### src/hdl/kpd_pkg.sv
// shared types, constants and register codes for the keypad scan debouncer
`timescale 1ns / 1ps
`default_nettype none
package kpd_pkg;

   localparam int MAX_ROWS        = 4;
   localparam int MAX_COLUMNS     = 4;
   localparam int KEY_COUNT       = MAX_ROWS * MAX_COLUMNS;
   localparam int TIME_WIDTH      = 32;
   localparam int FIELD_ROWS      = 4;
   localparam int FIELD_COLUMNS   = 4;
   localparam int COUNT_WIDTH     = 3;
   localparam int INTERVAL_WIDTH  = 16;
   localparam int CSR_INDEX_WIDTH = 2;
   localparam int CSR_DATA_WIDTH  = 16;
   localparam int TOTAL_WIDTH     = 2 * COUNT_WIDTH;

   typedef logic [TIME_WIDTH-1:0]                 time_type;
   typedef logic [KEY_COUNT-1:0]                  keys_type;
   typedef logic [COUNT_WIDTH-1:0]                count_type;
   typedef logic [INTERVAL_WIDTH-1:0]             interval_type;
   typedef logic [FIELD_COLUMNS-1:0]              col_levels_type;
   typedef logic [FIELD_ROWS*FIELD_COLUMNS-1:0]   levels_type;
   typedef logic [CSR_INDEX_WIDTH-1:0]            csr_index_type;
   typedef logic [CSR_DATA_WIDTH-1:0]             csr_data_type;
   typedef logic [TOTAL_WIDTH-1:0]                total_type;

   // request opcodes
   localparam logic OP_SCAN = 1'b0;
   localparam logic OP_INIT = 1'b1;

   // register indexes
   localparam csr_index_type CSR_MIN_SCAN_INTERVAL = 2'd0;
   localparam csr_index_type CSR_DEBOUNCE          = 2'd1;
   localparam csr_index_type CSR_ROW_COUNT         = 2'd2;
   localparam csr_index_type CSR_COLUMN_COUNT      = 2'd3;

   // register reset values
   localparam interval_type MIN_SCAN_INTERVAL_RESET = 16'd10;
   localparam interval_type DEBOUNCE_RESET          = 16'd20;
   localparam count_type    ROW_COUNT_RESET         = 3'd4;
   localparam count_type    COLUMN_COUNT_RESET      = 3'd4;

   typedef struct packed {
      interval_type min_scan_interval_ms;
      interval_type debounce_ms;
      count_type    row_count;
      count_type    column_count;
   } cfg_type;

endpackage
`default_nettype wire

### src/hdl/kpd_req_if.sv
// request channel: opcode, time stamp and the column levels of each row
`timescale 1ns / 1ps
`default_nettype none
interface kpd_req_if import kpd_pkg::*; ();
   logic           valid;
   logic           ready;
   logic           opcode;
   time_type       now_ms;
   col_levels_type row0_columns;
   col_levels_type row1_columns;
   col_levels_type row2_columns;
   col_levels_type row3_columns;

   modport source (output valid, opcode, now_ms, row0_columns, row1_columns,
                   row2_columns, row3_columns, input ready);
   modport sink   (input valid, opcode, now_ms, row0_columns, row1_columns,
                   row2_columns, row3_columns, output ready);
endinterface
`default_nettype wire

### src/hdl/kpd_rsp_if.sv
// response channel: debounced key vector and status flags
`timescale 1ns / 1ps
`default_nettype none
interface kpd_rsp_if import kpd_pkg::*; ();
   logic     valid;
   logic     ready;
   keys_type key_state;
   logic     changed;
   logic     scanned;

   modport source (output valid, key_state, changed, scanned, input ready);
   modport sink   (input valid, key_state, changed, scanned, output ready);
endinterface
`default_nettype wire

### src/hdl/kpd_csr_if.sv
// register write channel
`timescale 1ns / 1ps
`default_nettype none
interface kpd_csr_if import kpd_pkg::*; ();
   logic          valid;
   logic          ready;
   csr_index_type index;
   csr_data_type  data;

   modport source (output valid, index, data, input ready);
   modport sink   (input valid, index, data, output ready);
endinterface
`default_nettype wire

### src/hdl/kpd_key_update.sv
// per-key debounce decision for one accepted scan
`timescale 1ns / 1ps
`default_nettype none
module kpd_key_update import kpd_pkg::*; (
   input  wire cfg_type    cfg,
   input  wire time_type   now_ms,
   input  wire levels_type levels,
   input  wire keys_type   stable_keys,
   input  wire time_type   agree_time [KEY_COUNT],
   output keys_type        next_keys,
   output keys_type        refresh
);

   count_type rows_eff;
   count_type cols_eff;
   total_type key_total;

   always_comb begin
      rows_eff = (cfg.row_count > count_type'(MAX_ROWS)) ?
                 count_type'(MAX_ROWS) : cfg.row_count;
      cols_eff = (cfg.column_count > count_type'(MAX_COLUMNS)) ?
                 count_type'(MAX_COLUMNS) : cfg.column_count;
      key_total = total_type'(rows_eff) * total_type'(cols_eff);
   end

   for (genvar k = 0; k < KEY_COUNT; k++) begin : g_key
      // row and column of this bit position for each column count
      localparam int R1 = k;
      localparam int R2 = k / 2;
      localparam int R3 = k / 3;
      localparam int R4 = k / 4;
      localparam int C2 = k % 2;
      localparam int C3 = k % 3;
      localparam int C4 = k % 4;

      logic     lvl1, lvl2, lvl3, lvl4;
      logic     level, in_use, pressed, held, stale, take;
      time_type elapsed;

      // rows beyond the input fields read as released
      if (R1 < FIELD_ROWS) begin : g_l1
         assign lvl1 = levels[R1*FIELD_COLUMNS];
      end else begin : g_n1
         assign lvl1 = 1'b1;
      end
      if (R2 < FIELD_ROWS) begin : g_l2
         assign lvl2 = levels[R2*FIELD_COLUMNS + C2];
      end else begin : g_n2
         assign lvl2 = 1'b1;
      end
      if (R3 < FIELD_ROWS) begin : g_l3
         assign lvl3 = levels[R3*FIELD_COLUMNS + C3];
      end else begin : g_n3
         assign lvl3 = 1'b1;
      end
      if (R4 < FIELD_ROWS) begin : g_l4
         assign lvl4 = levels[R4*FIELD_COLUMNS + C4];
      end else begin : g_n4
         assign lvl4 = 1'b1;
      end

      always_comb begin
         case (cols_eff)
            3'd1:    level = lvl1;
            3'd2:    level = lvl2;
            3'd3:    level = lvl3;
            3'd4:    level = lvl4;
            default: level = 1'b1;
         endcase
         in_use  = total_type'(k) < key_total;
         pressed = ~level;
         held    = stable_keys[k];
         elapsed = now_ms - agree_time[k];
         stale   = elapsed > time_type'(cfg.debounce_ms);
         take    = (pressed == held) || stale;
         next_keys[k] = in_use & (take ? pressed : held);
         refresh[k]   = in_use & take;
      end
   end

endmodule
`default_nettype wire

### src/hdl/keypad_scan_debounce.sv
// keypad scan debouncer top level: handshakes, state registers and result register
`timescale 1ns / 1ps
`default_nettype none
//  channel  dir  payload                                         accepted when
//  req_if   in   opcode, now_ms, row0..row3_columns              valid && ready
//  rsp_if   out  key_state, changed, scanned                     valid && ready
//  csr_if   in   index, data                                     valid && ready
//
//  one request per cycle while rsp_if.ready is high; responses are registered
//  the debounce decision for all keys sits between the input register and the
//  result register, and the key state is updated in that same cycle
//  reset loads register defaults and clears key state, scan time and agreement times
//  a stalled response holds; one more request is taken into the input register,
//  then req_if.ready drops until the response is taken
module keypad_scan_debounce import kpd_pkg::*; (
   input  wire logic clock,
   input  wire logic reset,
   kpd_req_if.sink   req_if,
   kpd_rsp_if.source rsp_if,
   kpd_csr_if.sink   csr_if
);

   // configuration
   cfg_type cfg_ff, cfg_in;

   // input register
   logic       s1_valid_ff, s1_valid_in;
   logic       s1_opcode_ff, s1_opcode_in;
   time_type   s1_now_ff, s1_now_in;
   levels_type s1_levels_ff, s1_levels_in;

   // debounce state
   keys_type stable_ff, stable_in;
   time_type last_scan_ff, last_scan_in;
   time_type agree_ff [KEY_COUNT];
   time_type agree_in [KEY_COUNT];

   // result register
   logic     rsp_valid_ff, rsp_valid_in;
   keys_type rsp_keys_ff, rsp_keys_in;
   logic     rsp_changed_ff, rsp_changed_in;
   logic     rsp_scanned_ff, rsp_scanned_in;

   logic     req_fire;
   logic     s1_fire;
   logic     rate_ok;
   time_type scan_elapsed;
   keys_type next_keys;
   keys_type refresh;

   kpd_key_update u_key_update (
      .cfg         (cfg_ff),
      .now_ms      (s1_now_ff),
      .levels      (s1_levels_ff),
      .stable_keys (stable_ff),
      .agree_time  (agree_ff),
      .next_keys   (next_keys),
      .refresh     (refresh)
   );

   assign csr_if.ready = 1'b1;

   always_comb begin
      cfg_in = cfg_ff;
      if (csr_if.valid) begin
         unique case (csr_if.index)
            CSR_MIN_SCAN_INTERVAL: cfg_in.min_scan_interval_ms = csr_if.data;
            CSR_DEBOUNCE:          cfg_in.debounce_ms = csr_if.data;
            CSR_ROW_COUNT:         cfg_in.row_count = csr_if.data[COUNT_WIDTH-1:0];
            CSR_COLUMN_COUNT:      cfg_in.column_count = csr_if.data[COUNT_WIDTH-1:0];
            default: ;
         endcase
      end
   end

   always_comb begin
      s1_fire       = s1_valid_ff && (!rsp_valid_ff || rsp_if.ready);
      req_if.ready  = !s1_valid_ff || s1_fire;
      req_fire      = req_if.valid && req_if.ready;

      s1_valid_in  = req_fire ? 1'b1 : (s1_fire ? 1'b0 : s1_valid_ff);
      s1_opcode_in = s1_opcode_ff;
      s1_now_in    = s1_now_ff;
      s1_levels_in = s1_levels_ff;
      if (req_fire) begin
         s1_opcode_in = req_if.opcode;
         s1_now_in    = req_if.now_ms;
         s1_levels_in = {req_if.row3_columns, req_if.row2_columns,
                         req_if.row1_columns, req_if.row0_columns};
      end

      scan_elapsed = s1_now_ff - last_scan_ff;
      rate_ok      = scan_elapsed >= time_type'(cfg_ff.min_scan_interval_ms);

      stable_in    = stable_ff;
      last_scan_in = last_scan_ff;
      for (int k = 0; k < KEY_COUNT; k++) begin
         agree_in[k] = agree_ff[k];
      end

      rsp_valid_in   = s1_fire ? 1'b1 : (rsp_if.ready ? 1'b0 : rsp_valid_ff);
      rsp_keys_in    = rsp_keys_ff;
      rsp_changed_in = rsp_changed_ff;
      rsp_scanned_in = rsp_scanned_ff;

      if (s1_fire) begin
         rsp_keys_in    = stable_ff;
         rsp_changed_in = 1'b0;
         rsp_scanned_in = 1'b0;
         if (s1_opcode_ff == OP_INIT) begin
            last_scan_in = s1_now_ff;
            for (int k = 0; k < KEY_COUNT; k++) begin
               agree_in[k] = s1_now_ff;
            end
         end else if (rate_ok) begin
            last_scan_in = s1_now_ff;
            stable_in    = next_keys;
            for (int k = 0; k < KEY_COUNT; k++) begin
               if (refresh[k]) begin
                  agree_in[k] = s1_now_ff;
               end
            end
            rsp_keys_in    = next_keys;
            rsp_changed_in = next_keys != stable_ff;
            rsp_scanned_in = 1'b1;
         end
      end
   end

   always_ff @(posedge clock) begin
      if (reset) begin
         cfg_ff.min_scan_interval_ms <= MIN_SCAN_INTERVAL_RESET;
         cfg_ff.debounce_ms          <= DEBOUNCE_RESET;
         cfg_ff.row_count            <= ROW_COUNT_RESET;
         cfg_ff.column_count         <= COLUMN_COUNT_RESET;
         s1_valid_ff                 <= 1'b0;
         rsp_valid_ff                <= 1'b0;
         stable_ff                   <= '0;
         last_scan_ff                <= '0;
         for (int k = 0; k < KEY_COUNT; k++) begin
            agree_ff[k] <= '0;
         end
      end else begin
         cfg_ff       <= cfg_in;
         s1_valid_ff  <= s1_valid_in;
         rsp_valid_ff <= rsp_valid_in;
         stable_ff    <= stable_in;
         last_scan_ff <= last_scan_in;
         for (int k = 0; k < KEY_COUNT; k++) begin
            agree_ff[k] <= agree_in[k];
         end
      end
   end

   always_ff @(posedge clock) begin
      s1_opcode_ff   <= s1_opcode_in;
      s1_now_ff      <= s1_now_in;
      s1_levels_ff   <= s1_levels_in;
      rsp_keys_ff    <= rsp_keys_in;
      rsp_changed_ff <= rsp_changed_in;
      rsp_scanned_ff <= rsp_scanned_in;
   end

   assign rsp_if.valid     = rsp_valid_ff;
   assign rsp_if.key_state = rsp_keys_ff;
   assign rsp_if.changed   = rsp_changed_ff;
   assign rsp_if.scanned   = rsp_scanned_ff;

endmodule
`default_nettype wire
### src/flat_wrapper.sv
// flat-port wrapper written by rule: the top's interface ports become plain ports
module keypad_scan_debounce_flat import kpd_pkg::*;
  (clock, reset, req_if_valid, req_if_opcode, req_if_now_ms, req_if_row0_columns, req_if_row1_columns, req_if_row2_columns, req_if_row3_columns, req_if_ready, rsp_if_valid, rsp_if_key_state, rsp_if_changed, rsp_if_scanned, rsp_if_ready, csr_if_valid, csr_if_index, csr_if_data, csr_if_ready);
  kpd_req_if req_if_i ();
  kpd_rsp_if rsp_if_i ();
  kpd_csr_if csr_if_i ();
  input  wire logic clock;
  input  wire logic reset;
  input wire logic [$bits(req_if_i.valid)-1:0] req_if_valid;
  input wire logic [$bits(req_if_i.opcode)-1:0] req_if_opcode;
  input wire logic [$bits(req_if_i.now_ms)-1:0] req_if_now_ms;
  input wire logic [$bits(req_if_i.row0_columns)-1:0] req_if_row0_columns;
  input wire logic [$bits(req_if_i.row1_columns)-1:0] req_if_row1_columns;
  input wire logic [$bits(req_if_i.row2_columns)-1:0] req_if_row2_columns;
  input wire logic [$bits(req_if_i.row3_columns)-1:0] req_if_row3_columns;
  output wire logic [$bits(req_if_i.ready)-1:0] req_if_ready;
  output wire logic [$bits(rsp_if_i.valid)-1:0] rsp_if_valid;
  output wire logic [$bits(rsp_if_i.key_state)-1:0] rsp_if_key_state;
  output wire logic [$bits(rsp_if_i.changed)-1:0] rsp_if_changed;
  output wire logic [$bits(rsp_if_i.scanned)-1:0] rsp_if_scanned;
  input wire logic [$bits(rsp_if_i.ready)-1:0] rsp_if_ready;
  input wire logic [$bits(csr_if_i.valid)-1:0] csr_if_valid;
  input wire logic [$bits(csr_if_i.index)-1:0] csr_if_index;
  input wire logic [$bits(csr_if_i.data)-1:0] csr_if_data;
  output wire logic [$bits(csr_if_i.ready)-1:0] csr_if_ready;
  assign req_if_i.valid = req_if_valid;
  assign req_if_i.opcode = req_if_opcode;
  assign req_if_i.now_ms = req_if_now_ms;
  assign req_if_i.row0_columns = req_if_row0_columns;
  assign req_if_i.row1_columns = req_if_row1_columns;
  assign req_if_i.row2_columns = req_if_row2_columns;
  assign req_if_i.row3_columns = req_if_row3_columns;
  assign req_if_ready = req_if_i.ready;
  assign rsp_if_valid = rsp_if_i.valid;
  assign rsp_if_key_state = rsp_if_i.key_state;
  assign rsp_if_changed = rsp_if_i.changed;
  assign rsp_if_scanned = rsp_if_i.scanned;
  assign rsp_if_i.ready = rsp_if_ready;
  assign csr_if_i.valid = csr_if_valid;
  assign csr_if_i.index = csr_if_index;
  assign csr_if_i.data = csr_if_data;
  assign csr_if_ready = csr_if_i.ready;
  keypad_scan_debounce u_core (.clock(clock), .reset(reset), .req_if(req_if_i), .rsp_if(rsp_if_i), .csr_if(csr_if_i));
endmodule
### config.mk
export PLATFORM = sky130hd
export DESIGN_NAME = keypad_scan_debounce_flat
export DESIGN_NICKNAME = d
export VERILOG_FILES = /design/src/hdl/kpd_pkg.sv /design/src/hdl/kpd_req_if.sv /design/src/hdl/kpd_rsp_if.sv /design/src/hdl/kpd_csr_if.sv /design/src/hdl/kpd_key_update.sv /design/src/hdl/keypad_scan_debounce.sv /design/src/flat_wrapper.sv
export SDC_FILE = /design/constraint.sdc
export NUM_CORES = 2
export LEC_CHECK = 0
export BUFFER_PORTS_ARGS = -buffer_cell sky130_fd_sc_hd__buf_4
export CORE_ASPECT_RATIO = 0.8
export CORE_MARGIN = 8
export CORE_UTILIZATION = 33
export CTS_CLUSTER_SIZE = 25
export DETAILED_ROUTE_END_ITERATION = 7
export MAX_ROUTING_LAYER = met4
export PLACE_DENSITY = 0.46
export SYNTH_ARGS = -nofsm -noshare
export SYNTH_HDL_FRONTEND = slang
export SYNTH_HIERARCHICAL = 1
export SYNTH_SLANG_ARGS = --single-unit
### constraint.sdc
create_clock -name clock -period 9 [get_ports clock]
set_clock_uncertainty 0.15 [all_clocks]
set_input_delay 0.45 -clock clock [delete_from_list [all_inputs] [get_ports clock]]
set_output_delay 0.45 -clock clock [all_outputs]
set_load 0.02 [all_outputs]
==> impl_metrics.json <==
{
  "r2r_cells": 26,
  "synth_edf_count": 67,
  "power_density_nw_per_um2": 155.0,
  "ys_seq_area_share_pct": 21.30,
  "synth_warnings": 6,
  "grt_busiest_layer": "met2",
  "finalSetupTns_ns": 0,
  "vdd_ir_drop_max_mv": 0.1494,
  "grt_pass1_wl_mm": 402.8,
  "cts_root_buf": "clkbuf_16",
  "synth_top_cell_by_area": "dfxtp_1",
  "syn_area_per_cell_sq_um": 8.094,
  "worst_pin_slew_ns": 1.287,
  "vias_per_cell": 5.692,
  "synth.area.top_cells": "dfxtp_1 (18%), ha_1 (15%), mux2i_1 (9.2%)",
  "grt_pass1_vias": 57450,
  "syn_nets": 9029,
  "syn2layout_area_growth_pct": 10.78,
  "end_kind": "flip-flop",
  "grt_use_met2_pct": 37.78,
  "grt_max_degree": 100,
  "timing_hold_violations_final": 0,
  "vias": 62260,
  "dpl.cell_count": 10700,
  "core_sq_um": 198000,
  "wl_per_cell_microns": 25.77,
  "synthSimpleGateAreaFrac_pct": 20.26,
  "reg2reg_to": "u_core/agree_ff[178]",
  "drt_iter0_drc": 6090,
  "die_area_sq_um": 214100,
  "synth_xor_area_share_pct": 4.430,
  "start_util_pct": 33.25,
  "drv_cap": 0,
  "ys_types": 103,
  "grt.overflow.total": 0,
  "clk_pin_slew_ns": 0.07,
  "nets": 9089,
  "wirelength_mm": 281.9,
  "cts_sinks": 667,
  "reg2reg_from": "u_core/s1_now_ff[1]",
  "antenna_left": 0,
  "clk_path_buf_depth": 3,
  "slew_viol_final": 0,
  "grtUsageMet3_pct": 3.649,
  "hold_end": "u_core/cfg_ff[24]",
  "rsz0062_at_grt": "false",
  "clock_latency_ns": 0.75,
  "die_y_microns": 415.5,
  "crit_fanout": 32,
  "gp_congestion": 0.9381,
  "ios": 93,
  "min_path_type": "primary input to flip-flop",
  "synth_top_family_by_area": "compound AO/OA/AOI/OAI gates",
  "period_needed_ns": 7.891,
  "rows": 146,
  "syn_inst": 8134,
  "place_area_sq_um": 69260,
  "fin_crit_sh_pct": 87.68,
  "p_leak_uw": 0.03053,
  "synth_compound_area_share_pct": 21.36,
  "max_freq_mhz": 126.7,
  "numCtsBuffers": 87,
  "die_w_microns": 515.4,
  "hold_depth": 4,
  "syn_area_sq_um": 65830,
  "postCtsResizedCells": 0,
  "drt-pass1-iter-count": 7,
  "required_ns": 9.48,
  "synth_top_area_share_pct": 18.25,
  "h-tree-depth": 3,
  "hold_ws_ns": 0.1735,
  "arrival_ns": 8.37,
  "min-delay-start": "csr_if_valid",
  "cts_tree": "done",
  "antenna_found_initial": 30,
  "drive_above_1_share_pct": 6.640,
  "post_synth_fa_ha_maj_area_fraction_pct": 15.86,
  "postCtsSetupRepairBufs": 0,
  "r2r_slack_ns": 1.11,
  "ys_ff_latch": 667,
  "synth.mux.area_fraction_pct": 9.850,
  "place_hpwl_mm": 196.2,
  "stdcell_count": 10940,
  "status": "finished, final reports clean",
  "async_reset_ff_share_pct": 0,
  "grt_use_met1_pct": 36.88,
  "numPortBuffers": 91,
  "drc_errors": 0,
  "synth_ff_type": "dfxtp_1",
  "critPathLaunchType": "flip-flop",
  "grtUsageTotal_pct": 25.78,
  "fin_area_sq_um": 72930,
  "finalSetupViolations": 0,
  "crit_type": "flip-flop to flip-flop",
  "slew-limit-headroom_pct": 14.18
}
==> report_power, final <==
| group | switching (uW) | internal (uW) |
|---|---|---|
| clock network | 1600 | 2110 |
| logic | 2640 | 1680 |
| registers | 121 | 3170 |
==> worst max path at each step <==
stage / startpoint / to / slack, ns / depth (start not counted)
final: u_core/s1_now_ff[1] / u_core/agree_ff[178] / 1.11 / 26
after global routing: u_core/s1_now_ff[1] / u_core/agree_ff[170] / 0.70 / 27
after CTS: u_core/s1_now_ff[1] / u_core/agree_ff[178] / 1.14 / 26
after detailed placement: u_core/s1_now_ff[1] / u_core/agree_ff[178] / 1.21 / 26
after global placement: u_core/s1_now_ff[1] / u_core/agree_ff[178] / 1.26 / 26
after floorplan: u_core/s1_now_ff[1] / u_core/rsp_if.changed / 2.36 / 22
==> cell usage in the layout (no fill, tap or decap), drive strengths merged, types with 31 or more instances in the layout <==
master and instances:
xor2 119, a21boi 31, a31oi 83, a211oi 86, xnor2 214, nand4 156, buf 239, mux2 39
mux2i 604, and2 48, and3 89, o2111ai 38, o31ai 41, a21o 257, o211ai 81, or3 57
nor2b 78, nand2b 689, ha 804, o21ai 373, nor4 43, dlygate4sd3 72, o21bai 56, dfxtp 600
nor2 419, nand2 463, nor3 135, a21oi 628, clkbuf 119, inv 719, edfxtp 67, or2 40
o21a 110, nand3 149
==> worst max-delay path: stages (launching register included) <==
cell and delay [ns]:
edfxtp_1 0.38, inv_1 0.55, buf_4 0.45, buf_4 0.29
fa_1 0.25, nor2b_1 0.08, o31a_1 0.28, o21bai_1 0.38
a21o_1 0.25, o21bai_1 0.08, a21oi_1 0.17, xnor2_1 0.11
ha_1 0.32, nand4_1 0.18, nor4_1 0.41, a21oi_1 0.16
nor4b_1 0.46, o2111a_1 0.27, nand4_1 0.12, a2111oi_0 0.86
buf_4 0.33, a21boi_0 0.14, nor2_1 0.10, nor2_1 0.08
o21ai_4 0.07, buf_4 0.53, mux2i_1 0.25
==> routing by layer <==
layer	vias to the layer above	share of wire [%]
met2	2345	42
met4	0	3.2
met1	30130	48
met3	383	7.2
met5	-	0
li1	29410	-
==> layout make-up <==
type | instances | area, sq um
diodes | 6 | 15.01
clock buffers | 119 | 2461
clock inverters | 44 | 479.2
fillers | 20690 | 125100
inverters | 709 | 2661
multi-input cells | 6418 | 47360
flip-flops and latches | 667 | 14020
well taps | 2664 | 3333
repair buffers | 311 | 2597
==> synth_stat cells, types with 155 or more instances <==
cell and number:
a21o_1 257, a21oi_1 625, clkbuf_1 239, dfxtp_1 600
ha_1 804, inv_1 707, mux2i_1 604, nand2_1 463
nand2b_1 689, nand4_1 155, nor2_1 419, o21ai_0 344
xnor2_1 214
==> state kept, by name (all words and copies together) (netlist names) <==
register and flops:
u_core/stable_ff 16, u_core/rsp_if.changed 1, u_core/s1_valid_ff 1, u_core/last_scan_ff 32, u_core/cfg_ff 38, u_core/rsp_if.key_state 16, u_core/rsp_if.scanned 1, u_core/s1_now_ff 32
u_core/agree_ff 512, u_core/rsp_if.valid 1, u_core/s1_opcode_ff 1, u_core/s1_levels_ff 16
==> stage by stage <==
stage          worst slack (ns)  util [%]  total power [uW]
2_1_floorplan             2.365         -              6330
3_3_place_gp              1.263     34.98              7520
3_5_place_dp              1.208     34.98              7543
4_1_cts                   1.139     36.82             11340
5_1_grt                  0.7036     36.82             11930
6_report                  1.109     36.83             11310
==> cell families (layout without fill, tap and decap cells) <==
family	after synthesis	after routing
other	1	7
muxes	643	643
adders and majority gates	823	823
DFF	667	667
AOI/OAI and AO/OA	2121	2121
and+or+nand+nor	2497	2497
xor gates and xnor gates	333	333
buffers and inverters	1049	1183
==> timing repair <==
item                                   CTS  global route
endpoints found under the hold margin   91             0
setup endpoints to repair                0             0
hold buffers                            72             0
(Power assumes the default switching activity.)
